--- config.mk ---
export PLATFORM = sky130hd
export DESIGN_NAME = escape_sequence_decoder
export DESIGN_NICKNAME = d
export VERILOG_FILES = /design/src/hdl/esd_pkg.sv /design/src/hdl/esd_front.sv /design/src/hdl/esd_fifo.sv /design/src/hdl/esd_back.sv /design/src/hdl/escape_sequence_decoder.sv
export SDC_FILE = /design/constraint.sdc
export NUM_CORES = 1
export LEC_CHECK = 0
export BUFFER_PORTS_ARGS = -buffer_cell sky130_fd_sc_hd__buf_2
export CORE_MARGIN = 4
export CORE_UTILIZATION = 40
export DETAILED_ROUTE_END_ITERATION = 7
export MAX_ROUTING_LAYER = met4
export SLEW_MARGIN = 10
export SYNTH_ARGS = -nofsm -noshare
export SYNTH_HDL_FRONTEND = slang
export SYNTH_SLANG_ARGS = --single-unit
export TNS_END_PERCENT = 30
--- constraint.sdc ---
create_clock -name clk -period 4.3 [get_ports clk]
set_input_delay 0.645 -clock clk [delete_from_list [all_inputs] [get_ports clk]]
set_output_delay 0.645 -clock clk [all_outputs]
set_load 0.01 [all_outputs]
--- src/hdl/esd_pkg.sv ---
package esd_pkg;

	// Decoder state, one-hot.
	typedef enum logic [3:0] {
		MODE_NORMAL = 4'b0001,
		MODE_ESCAPE = 4'b0010,
		MODE_OCTAL  = 4'b0100,
		MODE_HEX    = 4'b1000
	} mode_t;

	localparam logic [7:0] BACKSLASH = 8'h5C;
	localparam logic [7:0] CHAR_ZERO = 8'h30;
	localparam logic [7:0] CHAR_X    = 8'h78;

	// Run of octal digits: the leading 0 counts, so three digits close it.
	localparam logic [1:0] OCT_MAX_DIGITS = 2'd3;

	// hex_value result for a byte that is no hex digit.
	localparam logic [4:0] HEX_NONE = 5'd16;

	// Queue between front and back.
	localparam int FIFO_DEPTH = 4;
	localparam int FIFO_AW    = $clog2(FIFO_DEPTH);
	localparam int FIFO_CW    = $clog2(FIFO_DEPTH + 1);

	// One queued word: the results of one input word (one or two bytes).
	typedef struct packed {
		logic       two;    // byte1 follows byte0
		logic [7:0] byte0;
		logic [7:0] byte1;
		logic       last;   // input word closed the string
	} entry_t;

	typedef struct packed {
		logic full;
		logic empty;
	} fifo_stat_t;

	function automatic logic is_octal(input logic [7:0] b);
		return (b inside {[8'h30:8'h37]});
	endfunction

	function automatic logic [4:0] hex_value(input logic [7:0] b);
		logic [4:0] v;
		v = HEX_NONE;
		if (b inside {[8'h30:8'h39]})
			v = 5'(b - 8'h30);
		else if (b inside {[8'h61:8'h66]})
			v = 5'(b - 8'h61 + 8'd10);
		else if (b inside {[8'h41:8'h46]})
			v = 5'(b - 8'h41 + 8'd10);
		return v;
	endfunction

	function automatic logic [7:0] escape_map(input logic [7:0] b);
		logic [7:0] v;
		case (b)
			8'h6E:   v = 8'h0A; // n
			8'h72:   v = 8'h0D; // r
			8'h74:   v = 8'h09; // t
			8'h62:   v = 8'h08; // b
			8'h66:   v = 8'h0C; // f
			8'h61:   v = 8'h07; // a
			8'h76:   v = 8'h0B; // v
			default: v = b;
		endcase
		return v;
	endfunction

endpackage

--- src/hdl/esd_front.sv ---
module esd_front (
	input  logic                clk,
	input  logic                arst_n,
	input  logic                in_valid,
	output logic                in_stall,
	input  logic [7:0]          in_byte,
	input  logic                in_last,
	input  esd_pkg::fifo_stat_t fifo_stat,
	output logic                push,
	output esd_pkg::entry_t     entry
);

	esd_pkg::mode_t mode_q, nxt_mode;
	logic [7:0] acc_q, nxt_acc;
	logic [1:0] cnt_q, nxt_cnt;
	logic [1:0] num;
	logic [7:0] b0, b1;
	logic [7:0] acc_oct;
	logic [1:0] cnt_inc;
	logic [4:0] hex_d;
	logic       accept;
	logic       esc_start;

	assign in_stall = fifo_stat.full;
	assign accept   = in_valid && !in_stall;

	always_comb begin
		nxt_mode  = mode_q;
		nxt_acc   = acc_q;
		nxt_cnt   = cnt_q;
		num       = 2'd0;
		b0        = in_byte;
		b1        = in_byte;
		acc_oct   = {acc_q[4:0], in_byte[2:0]};
		cnt_inc   = cnt_q + 2'd1;
		hex_d     = esd_pkg::hex_value(in_byte);
		esc_start = (in_byte == esd_pkg::BACKSLASH) && !in_last;
		case (mode_q)
			esd_pkg::MODE_NORMAL: begin
				if (esc_start) begin
					nxt_mode = esd_pkg::MODE_ESCAPE;
				end else begin
					num = 2'd1;
				end
			end
			esd_pkg::MODE_ESCAPE: begin
				nxt_mode = esd_pkg::MODE_NORMAL;
				if (in_byte == esd_pkg::CHAR_ZERO) begin
					nxt_mode = esd_pkg::MODE_OCTAL;
					nxt_acc  = 8'd0;
					nxt_cnt  = 2'd1;
				end else if (in_byte == esd_pkg::CHAR_X) begin
					nxt_mode = esd_pkg::MODE_HEX;
					nxt_acc  = 8'd0;
				end else begin
					num = 2'd1;
					b0  = esd_pkg::escape_map(in_byte);
				end
			end
			esd_pkg::MODE_OCTAL: begin
				if (esd_pkg::is_octal(in_byte)) begin
					nxt_acc = acc_oct;
					nxt_cnt = cnt_inc;
					if (cnt_inc == esd_pkg::OCT_MAX_DIGITS || cnt_inc == 2'd0) begin
						num      = 2'd1;
						b0       = acc_oct;
						nxt_mode = esd_pkg::MODE_NORMAL;
						nxt_acc  = 8'd0;
						nxt_cnt  = 2'd0;
					end
				end else begin
					// run ends: pending value, then the byte as fresh text
					b0       = acc_q;
					nxt_mode = esd_pkg::MODE_NORMAL;
					nxt_acc  = 8'd0;
					nxt_cnt  = 2'd0;
					if (esc_start) begin
						num      = 2'd1;
						nxt_mode = esd_pkg::MODE_ESCAPE;
					end else begin
						num = 2'd2;
					end
				end
			end
			esd_pkg::MODE_HEX: begin
				if (hex_d != esd_pkg::HEX_NONE) begin
					nxt_acc = {acc_q[3:0], hex_d[3:0]};
				end else begin
					b0       = acc_q;
					nxt_mode = esd_pkg::MODE_NORMAL;
					nxt_acc  = 8'd0;
					if (esc_start) begin
						num      = 2'd1;
						nxt_mode = esd_pkg::MODE_ESCAPE;
					end else begin
						num = 2'd2;
					end
				end
			end
			default: begin
				nxt_mode = esd_pkg::MODE_NORMAL;
				nxt_acc  = 8'd0;
				nxt_cnt  = 2'd0;
			end
		endcase
		// end of string flushes an open run and clears the state
		if (in_last) begin
			if ((nxt_mode == esd_pkg::MODE_OCTAL || nxt_mode == esd_pkg::MODE_HEX)
					&& num != 2'd2) begin
				if (num == 2'd0) begin
					b0 = nxt_acc;
				end else begin
					b1 = nxt_acc;
				end
				num = num + 2'd1;
			end
			nxt_mode = esd_pkg::MODE_NORMAL;
			nxt_acc  = 8'd0;
			nxt_cnt  = 2'd0;
		end
	end

	assign push        = accept && (num != 2'd0);
	assign entry.two   = (num == 2'd2);
	assign entry.byte0 = b0;
	assign entry.byte1 = b1;
	assign entry.last  = in_last;

	always_ff @(posedge clk or negedge arst_n) begin
		if (!arst_n) begin
			mode_q <= esd_pkg::MODE_NORMAL;
			acc_q  <= 8'd0;
			cnt_q  <= 2'd0;
		end else if (accept) begin
			mode_q <= nxt_mode;
			acc_q  <= nxt_acc;
			cnt_q  <= nxt_cnt;
		end
	end

	// an open octal run always holds one or two digits
	a_oct_count: assert property (@(posedge clk) disable iff (!arst_n)
		mode_q == esd_pkg::MODE_OCTAL |-> (cnt_q == 2'd1 || cnt_q == 2'd2))
		else $error("octal digit count out of range");

	// the string's last word always yields a result and leaves clean state
	a_last_push: assert property (@(posedge clk) disable iff (!arst_n)
		accept && in_last |-> push ##1 (mode_q == esd_pkg::MODE_NORMAL && acc_q == 8'd0))
		else $error("end of string not flushed");

endmodule

--- src/hdl/esd_fifo.sv ---
module esd_fifo (
	input  logic                clk,
	input  logic                arst_n,
	input  logic                push,
	input  esd_pkg::entry_t     wr_entry,
	input  logic                pop,
	output esd_pkg::entry_t     rd_entry,
	output esd_pkg::fifo_stat_t stat
);

	esd_pkg::entry_t mem_q [esd_pkg::FIFO_DEPTH];
	logic [esd_pkg::FIFO_AW-1:0] wr_q, rd_q;
	logic [esd_pkg::FIFO_CW-1:0] cnt_q;

	assign stat.full  = (cnt_q == esd_pkg::FIFO_CW'(esd_pkg::FIFO_DEPTH));
	assign stat.empty = (cnt_q == '0);
	assign rd_entry   = mem_q[rd_q];

	function automatic logic [esd_pkg::FIFO_AW-1:0] ptr_inc(
			input logic [esd_pkg::FIFO_AW-1:0] p);
		return (p == esd_pkg::FIFO_AW'(esd_pkg::FIFO_DEPTH - 1)) ? '0 : p + 1'b1;
	endfunction

	always_ff @(posedge clk) begin
		if (push) begin
			mem_q[wr_q] <= wr_entry;
		end
	end

	always_ff @(posedge clk or negedge arst_n) begin
		if (!arst_n) begin
			wr_q  <= '0;
			rd_q  <= '0;
			cnt_q <= '0;
		end else begin
			if (push) begin
				wr_q <= ptr_inc(wr_q);
			end
			if (pop) begin
				rd_q <= ptr_inc(rd_q);
			end
			if (push && !pop) begin
				cnt_q <= cnt_q + 1'b1;
			end else if (pop && !push) begin
				cnt_q <= cnt_q - 1'b1;
			end
		end
	end

	a_no_overflow: assert property (@(posedge clk) disable iff (!arst_n)
		!(push && stat.full) && !(pop && stat.empty))
		else $error("queue overflow or underflow");

endmodule

--- src/hdl/esd_back.sv ---
module esd_back (
	input  logic                clk,
	input  logic                arst_n,
	input  esd_pkg::entry_t     head,
	input  esd_pkg::fifo_stat_t fifo_stat,
	output logic                pop,
	output logic                out_valid,
	input  logic                out_stall,
	output logic [7:0]          out_byte,
	output logic                run_last,
	output logic                string_end
);

	logic       out_valid_q;
	logic [7:0] out_byte_q;
	logic       run_last_q;
	logic       string_end_q;
	logic       idx_q;      // first byte of a two-byte word already sent
	logic       load;
	logic       take;
	logic       fin;

	assign load = !out_valid_q || !out_stall;
	assign take = load && !fifo_stat.empty;
	assign fin  = !head.two || idx_q;
	assign pop  = take && fin;

	always_ff @(posedge clk or negedge arst_n) begin
		if (!arst_n) begin
			out_valid_q <= 1'b0;
			idx_q       <= 1'b0;
		end else if (take) begin
			out_valid_q <= 1'b1;
			idx_q       <= !fin;
		end else if (load) begin
			out_valid_q <= 1'b0;
		end
	end

	always_ff @(posedge clk) begin
		if (take) begin
			out_byte_q   <= idx_q ? head.byte1 : head.byte0;
			run_last_q   <= fin;
			string_end_q <= fin && head.last;
		end
	end

	assign out_valid  = out_valid_q;
	assign out_byte   = out_byte_q;
	assign run_last   = run_last_q;
	assign string_end = string_end_q;

	// second byte pending means its word is still at the queue head
	a_idx_head: assert property (@(posedge clk) disable iff (!arst_n)
		idx_q |-> (!fifo_stat.empty && head.two))
		else $error("second byte lost from queue head");

	a_end_is_run_last: assert property (@(posedge clk) disable iff (!arst_n)
		out_valid_q && string_end_q |-> run_last_q)
		else $error("string end without run end");

endmodule

--- src/hdl/escape_sequence_decoder.sv ---
// Streaming unescaper for C string literals. One raw byte enters per word on
// the input channel (in_last marks the string's final byte); each input word
// yields zero, one or two decoded bytes on the output channel. run_last marks
// the final output of an input word, string_end the final output of the
// string. Escapes: \n \r \t \b \f \a \v map to control codes, any other byte
// after a backslash passes through (so \\ \' \" give themselves); \0 opens an
// octal run of up to three digits counting the 0; \x opens a hex run of any
// length keeping the low 8 bits. A byte that ends a run emits the run value
// first, then is decoded as fresh text. A lone trailing backslash is emitted
// as is, and in_last flushes an open run. Rate: one input word per cycle
// while the queue is not full; the output register sends one byte per cycle
// while out_stall is low, so a two-byte word holds the output for both bytes
// while a four-word queue keeps the input flowing. in_stall rises only when
// the queue is full, i.e. when the output side has been stalled.
module escape_sequence_decoder (
	input  logic       clk,
	input  logic       arst_n,
	input  logic       in_valid,
	output logic       in_stall,
	input  logic [7:0] in_byte,
	input  logic       in_last,
	output logic       out_valid,
	input  logic       out_stall,
	output logic [7:0] out_byte,
	output logic       run_last,
	output logic       string_end
);

	// front -> queue
	logic                push;
	esd_pkg::entry_t     wr_entry;

	// queue -> back
	esd_pkg::entry_t     head;
	esd_pkg::fifo_stat_t fifo_stat;
	logic                pop;

	// Front: decode state machine, classifies each byte into queued results.
	esd_front u_front (
		.clk       (clk),
		.arst_n    (arst_n),
		.in_valid  (in_valid),
		.in_stall  (in_stall),
		.in_byte   (in_byte),
		.in_last   (in_last),
		.fifo_stat (fifo_stat),
		.push      (push),
		.entry     (wr_entry)
	);

	// Queue: decouples the decoder from output back-pressure.
	esd_fifo u_fifo (
		.clk      (clk),
		.arst_n   (arst_n),
		.push     (push),
		.wr_entry (wr_entry),
		.pop      (pop),
		.rd_entry (head),
		.stat     (fifo_stat)
	);

	// Back: serializes each queued word's bytes into the output register.
	esd_back u_back (
		.clk        (clk),
		.arst_n     (arst_n),
		.head       (head),
		.fifo_stat  (fifo_stat),
		.pop        (pop),
		.out_valid  (out_valid),
		.out_stall  (out_stall),
		.out_byte   (out_byte),
		.run_last   (run_last),
		.string_end (string_end)
	);

endmodule

==> After elaboration in Yosys (flattened, before gate mapping) <==
Memory sizes are Yosys's and may differ from the RTL's.
Index checks and enable logic that the tools add are counted.
{ "totals": {"mem_bits_rw": 72, "out_inout_bits": 12, "mem_bits_ro": 0, "n_memories": 1, "latch_bits": 0, "elab_cells": 145, "regBits": 33} }
{ "mem_list": {"columns": ["name", "depth", "width", "read_ports", "rd_clocked_by_memory_dff", "write_ports", "line", "source"], "rows": [
  ["u_fifo.mem_q", 4, 18, 1, 0, 1, "esd_fifo.sv:11", "esd_pkg::entry_t mem_q [esd_pkg::FIFO_DEPTH];"]
]} }
{ "op_classes": {"bitwise_logic": 0, "n_eq_ne": 25, "order_cmp": 7, "reduce_logical": 34, "n_div": 0, "n_mux": 56, "n_addsub": 11, "n_mul": 0, "shifts": 0} }
{ "op_table": {"columns": ["operator", "n"], "rows": [
  ["two-way mux 8 bit", 18],
  ["equality test 8 x 7 -> 1 bit (second input constant)", 9],
  ["case mux 8 bit (7 select lines)", 1],
  ["case mux 8 bit (4 select lines)", 1],
  ["two-way mux 4 bit", 7],
  ["two-way mux 2 bit", 13],
  ["case mux 8 bit (3 select lines)", 1],
  ["greater-or-equal comparator 8 x 7 -> 1 bit (second input constant)", 2],
  ["<= comparator 8 x 6 -> 1 bit (second input constant)", 2],
  ["<= comparator 8 x 7 -> 1 bit (second input constant)", 2],
  ["case mux 4 bit (4 select lines)", 1],
  ["two-way mux 5 bit", 3],
  ["logical AND 1 bit", 13],
  ["adder 5 x 4 -> 5 bit (second input constant)", 2],
  ["subtractor 5 x 1 -> 5 bit (second input constant)", 2],
  ["logical NOT 1 bit", 9],
  ["adder 2 x 1 -> 2 bit (second input constant)", 4],
  ["equality test 2 bit (second input constant)", 4],
  ["equality test 4 x 3 -> 1 bit (second input constant)", 2],
  ["equality test 4 bit (second input constant)", 2],
  ["equality test 8 x 6 -> 1 bit (second input constant)", 1],
  ["greater-or-equal comparator 8 x 6 -> 1 bit (second input constant)", 1],
  ["case mux 2 bit (4 select lines)", 1],
  ["two-way mux 1 bit", 7],
  ["other kinds (18)", 25]
]} }

==> Depth between registers and ports, before layout <==
Gate-level depths: netlist (run 1).
{ "logic_depth": {"depth_word": 19, "depth_mapped": 16} }

==> Modules after synthesis <==
Synthesis (run 1) repeated with hierarchy kept, for this count alone.
{ "unflattened": {"cells_unflattened": 455, "area_unflattened_um2": 5693.0} }
{ "modules_own_cells": {"columns": ["mod", "n_inst", "area_each_um2", "cells_per_inst", "seq_area_each_um2"], "rows": [
  ["esd_fifo", 1, 3015.4, 131, 2337.2],
  ["esd_front", 1, 2169.6, 295, 351.6],
  ["esd_back", 1, 508.0, 29, 350.3]
]} }

==> Worst setup path after synthesis (run 1) <==
OpenSTA, ideal clock, no wires.
{ "synth_timing": {"path_kind": "in2reg", "from": "input in_byte[0]", "to": "register u_fifo.cnt_q[2] (netlist bit)", "cell_stages": 16, "t_arrival_ns": 3.812, "t_required_ns": 4.221, "path_slack_ns": 0.409, "path_cell_list": "inv_1 -> ha_1 -> nor4bb_1 -> nand4_1 -> nand2_1 -> o31ai_1 -> nor2b_1 -> ha_1 -> nand3b_1 -> a31oi_4 -> ha_1 -> inv_1 -> fa_1 -> xor2_1 -> nor2_1 -> xor2_1"} }
{ "synth_via": {"elab_chain_len": 18, "word_cells_on_any_way": 53} }
{ "synth_rtl": {"columns": ["element", "line", "source"], "rows": [
  ["start: declaration", "escape_sequence_decoder.sv:20", "input logic [7:0] in_byte,"],
  ["subtractor 5 x 1 -> 5 bit (tied with other cells)", "esd_pkg.sv:49, esd_pkg.sv:51", null],
  ["adder 5 x 4 -> 5 bit / logical AND 1 bit (equally long branches)", "esd_pkg.sv:49, esd_pkg.sv:51, esd_pkg.sv:50", null],
  ["two-way mux 5 bit", "esd_pkg.sv:50", "else if (b inside {[8'h41:8'h46]})"],
  ["two-way mux 5 bit", "esd_pkg.sv:48", "else if (b inside {[8'h61:8'h66]})"],
  ["two-way mux 5 bit", "esd_pkg.sv:46", "if (b inside {[8'h30:8'h39]})"],
  ["inequality test 5 bit", "esd_front.sv:86", "if (hex_d != esd_pkg::HEX_NONE) begin"],
  ["two-way mux 4 bit", "esd_front.sv:86", null],
  ["case mux 4 bit (4 select lines)", "esd_front.sv:38", "case (mode_q)"],
  ["[... 3 more ...]", null, null],
  ["two-way mux 2 bit", "esd_front.sv:108", "if ((nxt_mode == esd_pkg::MODE_OCTAL || nxt_mode == esd_pkg::MODE_HEX)"],
  ["two-way mux 2 bit (*)", "esd_front.sv:107", "if (in_last) begin"],
  ["nonzero test 2 bit (*)", "esd_front.sv:123", "assign push = accept && (num != 2'd0);"],
  ["logical AND 1 bit (*)", "esd_front.sv:123", null],
  ["net push", "escape_sequence_decoder.sv:30", "logic push;"],
  ["logical NOT 1 bit", "esd_fifo.sv:44", "end else if (pop && !push) begin"],
  ["logical AND 1 bit", "esd_fifo.sv:44", null],
  ["nonzero test 2 bit (no line)", null, null],
  ["end signal: assignment", "esd_fifo.sv:43", "cnt_q <= cnt_q + 1'b1;"],
  ["end signal: assignment", "esd_fifo.sv:45", "cnt_q <= cnt_q - 1'b1;"],
  ["end: declaration", "esd_fifo.sv:13", "logic [esd_pkg::FIFO_CW-1:0] cnt_q;"]
]} }
Mark *: on every way through the listed nets, which the timed path passes. The rest lies on a longest branch.
A chain may end at the register's enable or synchronous reset.

==> Worst setup path in the final report (run 1) <==
{ "layout_timing": {"from": "register u_front.mode_q[3]", "to": "register u_fifo.cnt_q[2] (netlist bit)"} }
{ "layout_via": {"elab_chain_len": 13, "word_cells_on_any_way": 25} }
{ "layout_rtl": {"columns": ["element", "line", "source"], "rows": [
  ["start: declaration", "esd_front.sv:13", "esd_pkg::mode_t mode_q, nxt_mode;"],
  ["start signal: assignment", "esd_front.sv:131", "mode_q <= esd_pkg::MODE_NORMAL;"],
  ["start signal: assignment", "esd_front.sv:135", "mode_q <= nxt_mode;"],
  ["two-way mux 4 bit", "esd_front.sv:64", "if (cnt_inc == esd_pkg::OCT_MAX_DIGITS || cnt_inc == 2'd0) begin"],
  ["two-way mux 4 bit", "esd_front.sv:61", "if (esd_pkg::is_octal(in_byte)) begin"],
  ["case mux 4 bit (4 select lines)", "esd_front.sv:38", null],
  ["equality test 4 x 3 -> 1 bit / equality test 4 bit (equally long branches)", "esd_front.sv:108", null],
  ["logical OR 1 bit", "esd_front.sv:108", null],
  ["logical AND 1 bit", "esd_front.sv:109", "&& num != 2'd2) begin"],
  ["two-way mux 2 bit", "esd_front.sv:108", null],
  ["two-way mux 2 bit (*)", "esd_front.sv:107", null],
  ["nonzero test 2 bit (*)", "esd_front.sv:123", null],
  ["logical AND 1 bit (*)", "esd_front.sv:123", null],
  ["net push", "escape_sequence_decoder.sv:30", null],
  ["logical NOT 1 bit", "esd_fifo.sv:44", null],
  ["logical AND 1 bit", "esd_fifo.sv:44", null],
  ["nonzero test 2 bit (no line)", null, null]
]} }
Marks and branches as above.

==> impl_metrics.csv, run 1 <==
group,metric,value,unit
global_route,grt_util_met3,0.0377,
detailed_routing,route.antenna.remaining_nets,0,
finish,fillers,1214,
clock_tree,numCtsBuffers,9,
placed_design,dpl.hpwl,8350,um
yosys,post-synth-top-area-cell,"sky130_fd_sc_hd__edfxtp_1",
yosys,synth-async-reset-ratio,0.219,
setup_path,crit_type,"reg2reg",
global_route,grt_use_met1,0.206,
detailed_routing,routed_wire_length_per_instance,19.2,um
setup_path,cp-end-kind,"flop",
yosys,synth_nets,432,
clock_tree,postCtsResizedCells,0,
placed_design,placement.io_buffers,24,
global_route,grt_start_max_net_pins,24,
yosys,yosysSeqAreaShare,0.561,
finish,finalNetCount,459,
setup_path,worst_r2r_path_depth,13,
placed_design,detailedPlace.worstSlack,0.254,ns
detailed_routing,via_per_inst,5.68,
finish,antenna-diode-count,0,
min_path,hold_path.class,"in2async",
timing,max_clock_freq,0.263,GHz
clock_tree,cts_tree,"done",
yosys,yosys_register_bits,105,
global_route,grt_usage,0.160,
finish,layout_area_growth_over_synthesis,12.0,%
power,worst_ir_drop_vdd,0.239,mV
placed_design,post_dp_cell_area,5770,sq um
clock_tree,clockRootBuffer,"sky130_fd_sc_hd__clkbuf_16",
setup_path,cp_max_fo,10,
global_route,grt_antenna_before_repair,0,
placed_design,gp_routability_congestion,0.894,
timing,hold_viol_final,0,
detailed_routing,drt_drc_violations_left,0,
setup_path,worst_ep_required,4.58,ns
timing,setup-violations-final,0,
clock_tree,clock_latency,0.35,ns
detailed_routing,drt-total-wl,11700,um
timing,drv_slew,0,
global_route,busiest_layer,"met2",
floorplanning,initial_util,0.409,
timing,setup_slack,0.493,ns
yosys,postSynth.topFlopCell,"sky130_fd_sc_hd__edfxtp_1",
clock_tree,cts.repair_timing.setup_buffer_count,0,
yosys,synth.yosys.warnings,0,
placed_design,placed_cells_incl_taps,596,
timing,slew_headroom,0.371,
finish,instances_no_fill,612,
yosys,syn_inst,404,
timing,fin_crit_sh,0.885,
timing,fin_hold_ws,0.278,ns
finish,final_layout_size_suffix_gt1_frac,0.232,
finish,final_core_utilization,0.458,
yosys,ys_top_cells_by_area,"sky130_fd_sc_hd__edfxtp_1 (45%), sky130_fd_sc_hd__dfrtp_1 (10%), sky130_fd_sc_hd__mux4_2 (7.5%)",
floorplanning,row_count,42,
setup_path,critical_path.startpoint_type,"flop",
power,power-per-cell-area,523,nW/um^2
timing,timing.setup.tns,0,ns
timing,fin_crit,3.81,ns
yosys,synthesis.area,5420,sq um
global_route,vias_in_the_first_global_route,3409,
timing,rsz_0062_raised_after_global_routing,"false",
detailed_routing,drt_iter0_markers,269,
job,max_cap_violation_count,0,
power,cellLeakagePower,2.19,nW
timing,timing_worst_slew_pin_value,0.944,ns
finish,final_design_area_no_fill,6070,sq um
floorplanning,design.die.area,15500,sq um
clock_tree,htree_num_levels,3,
yosys,synth.distinct_cells,71,
outcome,status,"finished, final reports clean",
floorplanning,num_io_pins,25,
floorplanning,die_height,124,um
clock_tree,cts.path.max_buffers,2,
yosys,synth.top_cell.area_share,0.454,
global_route,met2_track_usage_gr,0.253,
clock_tree,clk_pin_slew,0.07,ns
detailed_routing,detailroute.via_count,3477,
clock_tree,cts_sinks,105,
yosys,synth_enable_flop_cells,82,
power,design_power_total,3.17,mW
global_route,first_pass_grt_wire_length,19000,um
floorplanning,die_width,124,um
clock_tree,hold_buffers,0,
yosys,syn_avg_cell_area,13.4,sq um
timing,finClkSkew,0.0106,ns
floorplanning,floorplan.core_area,13200,sq um
setup_path,critPathArrivalTime,4.08,ns
detailed_routing,firstDrtPassIters,5,
global_route,global_route.overflow_total,0,
-- registers in the layout, summed over array words and instances (netlist names) --
signal / cells
u_back.idx_q: 1
u_back.out_byte: 8
u_back.out_valid: 1
u_back.run_last: 1
u_back.string_end: 1
u_fifo.cnt_q: 3
u_fifo.mem_q: 72
u_fifo.rd_q: 2
u_fifo.wr_q: 2
u_front.acc_q: 8
u_front.cnt_q: 2
u_front.mode_q: 4
-- synth_stat cells (4+ instances only) --
cell type,count
sky130_fd_sc_hd__o21ai_0,20
sky130_fd_sc_hd__nor2_1,21
sky130_fd_sc_hd__o31ai_1,5
sky130_fd_sc_hd__mux2_2,14
sky130_fd_sc_hd__clkbuf_1,14
sky130_fd_sc_hd__ha_1,14
sky130_fd_sc_hd__a21oi_1,14
sky130_fd_sc_hd__xor2_1,5
sky130_fd_sc_hd__a31oi_1,5
sky130_fd_sc_hd__nand2_1,28
sky130_fd_sc_hd__inv_1,16
sky130_fd_sc_hd__a222oi_1,6
sky130_fd_sc_hd__buf_2,4
sky130_fd_sc_hd__a22o_1,5
sky130_fd_sc_hd__mux2i_1,6
sky130_fd_sc_hd__mux4_2,18
sky130_fd_sc_hd__nor3_1,5
sky130_fd_sc_hd__dfrtp_1,22
sky130_fd_sc_hd__o211ai_1,4
sky130_fd_sc_hd__edfxtp_1,82
sky130_fd_sc_hd__a22oi_1,4
sky130_fd_sc_hd__and2_1,7
sky130_fd_sc_hd__nand2b_1,7
-- critical path, cell delays in order (launching register included) --
cell and delay, ns:
sky130_fd_sc_hd__dfrtp_1 0.48, sky130_fd_sc_hd__or4b_2 0.77, sky130_fd_sc_hd__nor2_1 0.26, sky130_fd_sc_hd__o31ai_1 0.19, sky130_fd_sc_hd__nor2b_1 0.19, sky130_fd_sc_hd__ha_1 0.20
sky130_fd_sc_hd__nand3b_1 0.20, sky130_fd_sc_hd__a31oi_4 0.29, sky130_fd_sc_hd__ha_1 0.23, sky130_fd_sc_hd__inv_1 0.07, sky130_fd_sc_hd__fa_1 0.44, sky130_fd_sc_hd__xor2_1 0.17
sky130_fd_sc_hd__nor2_1 0.11, sky130_fd_sc_hd__xor2_1 0.15
-- power by group --
group | internal, mW | switching [mW]
logic | 0.433 | 0.476
registers | 1.38 | 0.0910
clock network | 0.409 | 0.385
total | 2.22 | 0.952
-- cells by family after synthesis --
| family | Yosys count | share of synthesized area |
|---|---|---|
| fa+ha+maj | 15 | 0.0360 |
| flops | 105 | 0.561 |
| mux | 40 | 0.121 |
| buf+inv | 39 | 0.0286 |
| xor+xnor | 7 | 0.0113 |
| compound gates | 94 | 0.128 |
| simple gates | 104 | 0.114 |
-- final cells by class --
type,count,area [sq um],area share
repair buffers,38,225,0.0371
clock inverters,7,68.8,0.0113
clock buffers,9,225,0.0371
flip-flops and latches,105,3040,0.501
inverters,17,63.8,0.0105
well taps,176,220,0.0363
multi-input cells,260,2220,0.367
-- worst paths after layout --
kind	from	to	slack, ns
setup / recovery	u_front.mode_q[3]	u_fifo.cnt_q[2]	0.49
hold / removal	arst_n	u_front.cnt_q[0]	0.28
setup reg to reg	u_front.mode_q[3]	u_fifo.cnt_q[2]	0.49
hold reg to reg	u_back.out_valid	u_back.out_valid	0.49
max in group asynchronous	arst_n	u_fifo.cnt_q[1]	3.64
min in group clk	out_stall	u_back.out_valid	0.49
-- cells in the final DEF (no fill, tap or decap), drive strengths merged, types with 7 or more instances in the layout --
master  Yosys  layout
buf         8      38
mux4       18      18
nor2       21      21
ha         14      14
nand2b      7       7
and2        7       7
mux2       16      16
dfrtp      22      22
a21oi      14      14
o21ai      21      21
edfxtp     82      82
nand2      29      29
inv        17      22
clkbuf     14       9
-- per-layer routing --
| layer | wire length, um | vias to the layer above |
|---|---|---|
| met4 | 123 | 0 |
| met1 | 5270 | 1747 |
| met3 | 488 | 12 |
| met2 | 5860 | 84 |
| li1 | - | 1634 |
| met5 | 0 | - |
No activity file was read; power rests on OpenSTA's default activity.
==> run 2, diff against run 1 <==
--- a/config.mk
+++ b/config.mk
@@ -7,9 +7,11 @@
 export LEC_CHECK = 0
 export BUFFER_PORTS_ARGS = -buffer_cell sky130_fd_sc_hd__buf_2
 export CORE_MARGIN = 4
-export CORE_UTILIZATION = 40
+export CORE_UTILIZATION = 62
 export DETAILED_ROUTE_END_ITERATION = 7
 export MAX_ROUTING_LAYER = met4
+export PLACE_DENSITY = 0.8
+export SKIP_LAST_GASP = 1
 export SLEW_MARGIN = 10
 export SYNTH_ARGS = -nofsm -noshare
 export SYNTH_HDL_FRONTEND = slang
==> constraint.sdc (replaced) <==
create_clock -name clk -period 4.3 [get_ports clk]
set_input_delay 1.075 -clock clk [delete_from_list [all_inputs] [get_ports clk]]
set_output_delay 1.075 -clock clk [all_outputs]
set_load 0.01 [all_outputs]
==> run 2 against run 1 <==
Net effect:
- non-clock buffer count grew 15
- register-to-register slack gained 0.17 ns
- cell count shrank 9.2%
- routed wire length shrank 3.0%
- clock-buffer cell count grew 1
- cell area shrank 1.2%
- largest power group unchanged
- global-route usage grew 8.1 points
==> impl_metrics.csv, run 2 (same netlist as run 1, synthesis figures left out) <==
group,metric,value,unit
clock_tree,postCtsResizedCells,0,
power,seq_power_share,0.493,
global_route,grt_usage,0.241,
outcome,status,"finished, final reports clean",
detailed_routing,drt-total-wl,11400,um
floorplanning,design.die.area,10300,sq um
power,comb_power_share,0.312,
floorplanning,initial_util,0.650,
power,cellInternalPower,2.07,mW
detailed_routing,firstDrtPassIters,6,
finish,antenna-diode-count,0,
min_path,worstHoldEndpoint,"u_back.out_valid",
min_path,hold_path.class,"reg2reg",
placed_design,placed_cells_incl_taps,540,
timing,fin_hold_ws,0.507,ns
timing,drv_slew,0,
placed_design,gp_routability_congestion,0.964,
finish,final_layout_size_suffix_gt1_frac,0.257,
global_route,grt_start_max_net_pins,24,
detailed_routing,met2_length,5730,um
timing,timing_worst_slew_pin_value,0.700,ns
clock_tree,hold_buffers,0,
floorplanning,row_count,33,
timing,hold_viol_final,0,
timing,fin_crit_sh,0.893,
detailed_routing,drt_drc_violations_left,0,
clock_tree,cts_tree,"done",
setup_path,cp_max_fo,9,
setup_path,critPathMaxStageDelay,0.59,ns
clock_tree,htree_num_levels,3,
setup_path,beginning_of_the_worst_register_to_register_path,"u_front.mode_q[3]",
min_path,worstHoldStart,"u_back.out_valid",
finish,leading_cell_type_in_the_layout_fill_and_taps_excluded,"sky130_fd_sc_hd__edfxtp_1",
timing,finClkSkew,0.0141,ns
finish,finalNetCount,474,
setup_path,cp_cell_sequence,"buf_2 -> or4b_4 -> nor3_4 -> o31ai_4 -> nand2_4 -> inv_2 -> ha_1 -> nand3b_1 -> a31oi_4 -> ha_1 -> inv_1 -> fa_1 -> xor2_1 -> nor2_1 -> xor2_1",
power,switching_power,0.926,mW
finish,largest_register_ff_count,72,
power,worst_ir_drop_vdd,0.238,mV
detailed_routing,route.antenna.remaining_nets,0,
power,power-per-cell-area,499,nW/um^2
global_route,first_pass_grt_wire_length,18500,um
placed_design,dpl.hpwl,8260,um
power,cellLeakagePower,2.23,nW
clock_tree,clk_pin_slew,0.11,ns
timing,setup-violations-final,0,
finish,instances_no_fill,556,
clock_tree,cts_sinks,105,
timing,max_clock_freq,0.260,GHz
detailed_routing,route.met3.wl,536,um
global_route,vias_in_the_first_global_route,3599,
clock_tree,clockRootBuffer,"sky130_fd_sc_hd__clkbuf_8",
floorplanning,die_width,101,um
finish,largest_register,"u_fifo.mem_q",
setup_path,critical_path.startpoint_type,"input pin",
floorplanning,num_io_pins,25,
setup_path,worst_r2r_path_depth,13,
setup_path,critPathArrivalTime,4.13,ns
global_route,global_route.overflow_total,0,
finish,layout_area_growth_over_synthesis,10.7,%
detailed_routing,routed_wire_length_per_instance,20.5,um
power,design_power_total,3.00,mW
setup_path,cp_slowest_cell,"sky130_fd_sc_hd__or4b_4",
detailed_routing,detailroute.via_count,3553,
global_route,grt_antenna_before_repair,0,
floorplanning,floorplan.core_area,8340,sq um
setup_path,cp-end-kind,"flop",
clock_tree,cts.repair_timing.setup_buffer_count,0,
timing,slew_headroom,0.533,
setup_path,worst_ep_required,4.59,ns
setup_path,worst-r2r-setup-slack,0.66,ns
timing,fin_crit,3.84,ns
detailed_routing,drt_iter0_markers,266,
placed_design,placement.io_buffers,24,
power,clock_power_share,0.196,
setup_path,crit_type,"in2reg",
power,swShare,0.309,
timing,rsz_0062_raised_after_global_routing,"false",
clock_tree,numCtsBuffers,9,
detailed_routing,via_per_inst,6.39,
timing,timing.setup.tns,0,ns
min_path,min_delay_path_depth,2,
finish,layout_common_cells,"sky130_fd_sc_hd__edfxtp_1 (82), sky130_fd_sc_hd__buf_4 (29), sky130_fd_sc_hd__nand2_1 (28)",
floorplanning,die_height,101,um
setup_path,regToRegEndpoint,"u_fifo.cnt_q[2]",
detailed_routing,highest-signal-layer,"met4",
clock_tree,clock_latency,0.36,ns
detailed_routing,route.layer.met1.wl,4990,um
job,max_cap_violation_count,0,
clock_tree,cts.path.max_buffers,2,
## run 2: changes by cell type in the layout (fill, tap and decap cells not counted)
cell / delta
sky130_fd_sc_hd__clkbuf_16: -9
sky130_fd_sc_hd__clkinv_4: +3
sky130_fd_sc_hd__inv_8: +1
sky130_fd_sc_hd__inv_6: -5
sky130_fd_sc_hd__clkbuf_8: +10
sky130_fd_sc_hd__buf_4: +15
## run 2: routing by layer
metal / track usage / vias to the layer above
met3: 0.0358 / 13
li1: - / 1658
met4: 0.0695 / 0
met5: - / -
met2: 0.399 / 116
met1: 0.312 / 1766
## run 2: stage by stage
step                      worst slack [ns]  area (sq um)   util
after floorplan                    0.00121          5420      -
after global placement               0.168          5800  0.695
after detailed placement            0.0832          5800  0.695
after CTS                            0.458          6000  0.719
after global routing                 0.199          6000  0.719
final                                0.460          6000  0.719
## run 2: worst max path at each step
| stage | from | endpoint | cells past startpoint |
|---|---|---|---|
| 6_report | in_byte[7] | u_fifo.cnt_q[2] | 15 |
| 2_1_floorplan | in_byte[0] | u_fifo.cnt_q[1] | 13 |
| 5_1_grt | in_byte[0] | u_fifo.mem_q[1][11] | 13 |
| 4_1_cts | in_byte[7] | u_fifo.cnt_q[2] | 15 |
| 3_3_place_gp | in_byte[7] | u_fifo.cnt_q[2] | 15 |
| 3_5_place_dp | in_byte[7] | u_fifo.cnt_q[2] | 15 |
## run 2: power groups by stage
| stage | Combinational (mW) | Clock (mW) | Sequential [mW] |
|---|---|---|---|
| after floorplan | 0.665 | 0 | 1.49 |
| after global placement | 0.920 | 0 | 1.48 |
| after detailed placement | 0.949 | 0 | 1.50 |
| after CTS | 0.953 | 0.599 | 1.48 |
| after global routing | 1.03 | 0.636 | 1.50 |
| final | 0.934 | 0.586 | 1.48 |
## run 2: area by class of cell
| cell class | instances | area, sq um |
|---|---|---|
| multi-input combinational | 260 | 2220 |
| fill | 567 | 2340 |
| inverter | 17 | 63.8 |
| tap | 105 | 131 |
| timing repair buffer | 53 | 338 |
| clock inverter | 6 | 62.6 |
| clock buffer | 10 | 138 |
| sequential | 105 | 3040 |
## run 2: critical path, delay by kind of cell
family | cells | cell delay (ns)
AND/OR/NAND/NOR | 5 | 1.32
adder cells (fa/ha/maj) | 3 | 0.82
AO/OA/AOI/OAI | 2 | 0.32
XOR/XNOR | 2 | 0.31
buffers and inverters | 3 | 0.27
==> run 3, diff against run 2 <==
--- a/config.mk
+++ b/config.mk
@@ -5,7 +5,9 @@
 export SDC_FILE = /design/constraint.sdc
 export NUM_CORES = 1
 export LEC_CHECK = 0
+export ABC_AREA = 1
 export BUFFER_PORTS_ARGS = -buffer_cell sky130_fd_sc_hd__buf_2
+export CORE_ASPECT_RATIO = 1.75
 export CORE_MARGIN = 4
 export CORE_UTILIZATION = 62
 export DETAILED_ROUTE_END_ITERATION = 7
==> run 3 against run 2 <==
Net effect:
- die area grew 4.7%
- sequential cell count is the same
- global-route usage grew 6.1 points
- largest power group unchanged
- clock power grew 46%
- critical endpoint unchanged
- maximum frequency shrank 2.3%
- largest cell class unchanged
- register-to-register slack gained 0.03 ns
==> impl_metrics.csv, run 3 <==
group,metric,value,unit
timing,fin_hold_ws,0.491,ns
global_route,grt_start_max_net_pins,39,
placed_design,gp_routability_congestion,1.07,
clock_tree,cts_tree,"done",
yosys,ys_top_cells_by_area,"sky130_fd_sc_hd__edfxtp_1 (44%), sky130_fd_sc_hd__dfrtp_1 (9.7%), sky130_fd_sc_hd__o21ai_0 (6.8%)",
finish,leading_cell_type_in_the_layout_fill_and_taps_excluded,"sky130_fd_sc_hd__nor2_1",
clock_tree,htree_num_levels,3,
clock_tree,cts.path.max_buffers,2,
placed_design,detailedPlace.worstSlack,-0.0760,ns
detailed_routing,firstDrtPassIters,5,
yosys,synth-async-reset-ratio,0.219,
floorplanning,floorplan.core_area,8780,sq um
setup_path,cp_cell_sequence,"buf_2 -> inv_1 -> nand2_2 -> nor2_2 -> nand4_1 -> nand3_1 -> nand2_1 -> nor3_2 -> ha_1 -> inv_2 -> nand4_1 -> nand2_1 -> nand2_2 -> nand2_2 -> inv_1 -> ha_1 -> inv_1 -> fa_1 -> a21oi_1 -> o21ai_0 -> xor2_1",
min_path,hold_path.class,"reg2reg",
setup_path,crit_type,"in2reg",
finish,finalNetCount,683,
finish,layout_common_cells,"sky130_fd_sc_hd__nor2_1 (99), sky130_fd_sc_hd__nand2_1 (82), sky130_fd_sc_hd__edfxtp_1 (82)",
yosys,postSynth.topFlopCell,"sky130_fd_sc_hd__edfxtp_1",
floorplanning,row_count,45,
setup_path,worst_ep_required,4.51,ns
finish,largest_register,"u_fifo.mem_q",
placed_design,dpl.hpwl,10900,um
setup_path,critical_path.top_delay_family,"simple AND/OR/NAND/NOR gates",
outcome,status,"finished, final reports clean",
clock_tree,numCtsBuffers,9,
finish,multiInputGateArea,2290,sq um
power,worst_ir_drop_vdd,0.557,mV
timing,timing_worst_slew_pin_value,0.795,ns
detailed_routing,drt_iter0_markers,306,
setup_path,critPathMaxStageDelay,0.44,ns
detailed_routing,detailroute.via_count,4680,
setup_path,critPathArrivalTime,4.14,ns
power,cellLeakagePower,2.59,nW
yosys,post_synth_most_frequent_cells,"sky130_fd_sc_hd__nor2_1 (99), sky130_fd_sc_hd__nand2_1 (83), sky130_fd_sc_hd__edfxtp_1 (82), sky130_fd_sc_hd__o21ai_0 (77), sky130_fd_sc_hd__inv_1 (59)",
setup_path,cp_slowest_cell,"sky130_fd_sc_hd__fa_1",
job,max_cap_violation_count,0,
detailed_routing,via_per_inst,6.02,
yosys,synthesis.area,5660,sq um
yosys,post-synth-top-area-cell,"sky130_fd_sc_hd__edfxtp_1",
yosys,synth.top_cell.area_share,0.435,
clock_tree,clockRootBuffer,"sky130_fd_sc_hd__clkbuf_16",
finish,antenna-diode-count,0,
global_route,grt_antenna_before_repair,0,
finish,largest_register_ff_count,72,
global_route,grt_usage,0.302,
detailed_routing,drt-total-wl,14900,um
yosys,synth_enable_flop_cells,82,
clock_tree,clk_pin_slew,0.07,ns
floorplanning,initial_util,0.644,
yosys,synth.yosys.warnings,0,
timing,rsz_0062_raised_after_global_routing,"false",
yosys,yosys_register_bits,105,
placed_design,post_dp_cell_area,6020,sq um
finish,fillers,669,
power,power-per-cell-area,521,nW/um^2
detailed_routing,routed_wire_length_per_instance,19.2,um
placed_design,placed_cells_incl_taps,760,
timing,slew_headroom,0.468,
setup_path,critPathBufInv,5,
finish,layout_area_growth_over_synthesis,12.4,%
floorplanning,num_io_pins,25,
global_route,vias_in_the_first_global_route,4580,
timing,timing.setup.tns,0,ns
timing,setup-violations-final,0,
power,design_power_total,3.31,mW
global_route,global_route.overflow_total,0,
yosys,synth_most_common_cell,"sky130_fd_sc_hd__nor2_1",
detailed_routing,drt_drc_violations_left,0,
yosys,synth.distinct_cells,42,
yosys,synth_nets,643,
yosys,syn_avg_cell_area,9.20,sq um
global_route,first_pass_grt_wire_length,23600,um
timing,setup_slack,0.371,ns
finish,final_layout_size_suffix_gt1_frac,0.165,
finish,instances_no_fill,777,
floorplanning,die_width,80.2,um
timing,drv_slew,0,
timing,fin_crit,3.93,ns
clock_tree,cts_sinks,105,
placed_design,placement.io_buffers,24,
floorplanning,die_height,134,um
setup_path,critical_path.startpoint_type,"input pin",
timing,fin_crit_sh,0.914,
clock_tree,clock_latency,0.34,ns
setup_path,cp_max_fo,7,
yosys,syn_inst,615,
finish,final_design_area_no_fill,6360,sq um
yosys,yosysSeqAreaShare,0.537,
timing,max_clock_freq,0.255,GHz
finish,seqCellArea,3040,sq um
timing,finClkSkew,0.00737,ns
finish,final_core_utilization,0.725,
floorplanning,design.die.area,10800,sq um
timing,hold_viol_final,0,
detailed_routing,route.antenna.remaining_nets,0,
setup_path,cp-end-kind,"flop",
[run 3: cell count changes in the layout (fill, tap and decap cells not counted), sizes merged, moves of 16 or more]
cell and change:
nand3 +37, inv +49, mux4 -18, nand2 +59
nor2 +89, o21ai +57, a21oi +16
[run 3: report_power, final]
| part | switching [mW] | internal [mW] | total (mW) |
|---|---|---|---|
| combinational | 0.662 | 0.324 | 0.986 |
| sequential | 0.0955 | 1.37 | 1.47 |
| clock | 0.349 | 0.508 | 0.857 |
| total | 1.11 | 2.21 | 3.31 |
[run 3: per-layer routing]
| metal | track usage | vias to the layer above | part of all wire |
|---|---|---|---|
| met2 | 0.545 | 186 | 0.56 |
| met1 | 0.312 | 2238 | 0.35 |
| li1 | - | 2209 | - |
| met3 | 0.0450 | 47 | 0.044 |
| met4 | 0.148 | 0 | 0.049 |
| met5 | - | - | 0 |
[run 3: what timing repair did]
item | in CTS | in global routing
resized for setup | 0 | 5
setup endpoints to repair | 0 | 2
hold buffers | 0 | 0
setup buffers | 0 | 1
[run 3: final cells by class]
cell class / count / share of cell area
Clock buffer: 12 / 0.0421
Timing Repair Buffer: 49 / 0.0484
Inverter: 67 / 0.0399
Sequential cell: 105 / 0.478
Clock inverter: 4 / 0.00865
Tap cell: 117 / 0.0230
Multi-Input combinational cell: 423 / 0.360
[run 3: worst paths after layout]
kind                            depth (start not counted)  slack (ns)              from                to
worst max-delay path                                   21        0.37        in_byte[7]   u_fifo.cnt_q[2]
worst min-delay path                                    2        0.49  u_back.out_valid  u_back.out_valid
worst max register to register                         21        0.69  u_front.cnt_q[0]   u_fifo.cnt_q[2]
worst min register to register                          2        0.49  u_back.out_valid  u_back.out_valid
max in group asynchronous                               1        3.18            arst_n  u_front.acc_q[5]
min in group asynchronous                               1        0.73            arst_n      u_back.idx_q
[run 3: cell families after synthesis]
family / synth area share
AOI/OAI and AO/OA: 0.151
buffers and inverters: 0.0604
DFF: 0.537
xor gates and xnor gates: 0.00310
and+or+nand+nor: 0.212
adders and majority gates: 0.0345
muxes: 0.00199
[run 3: tightest hold or removal path, delay by kind of cell, from the launching register on]
kind	cells	cell delay, ns
DFF	1	0.34
and+or+nand+nor	2	0.12
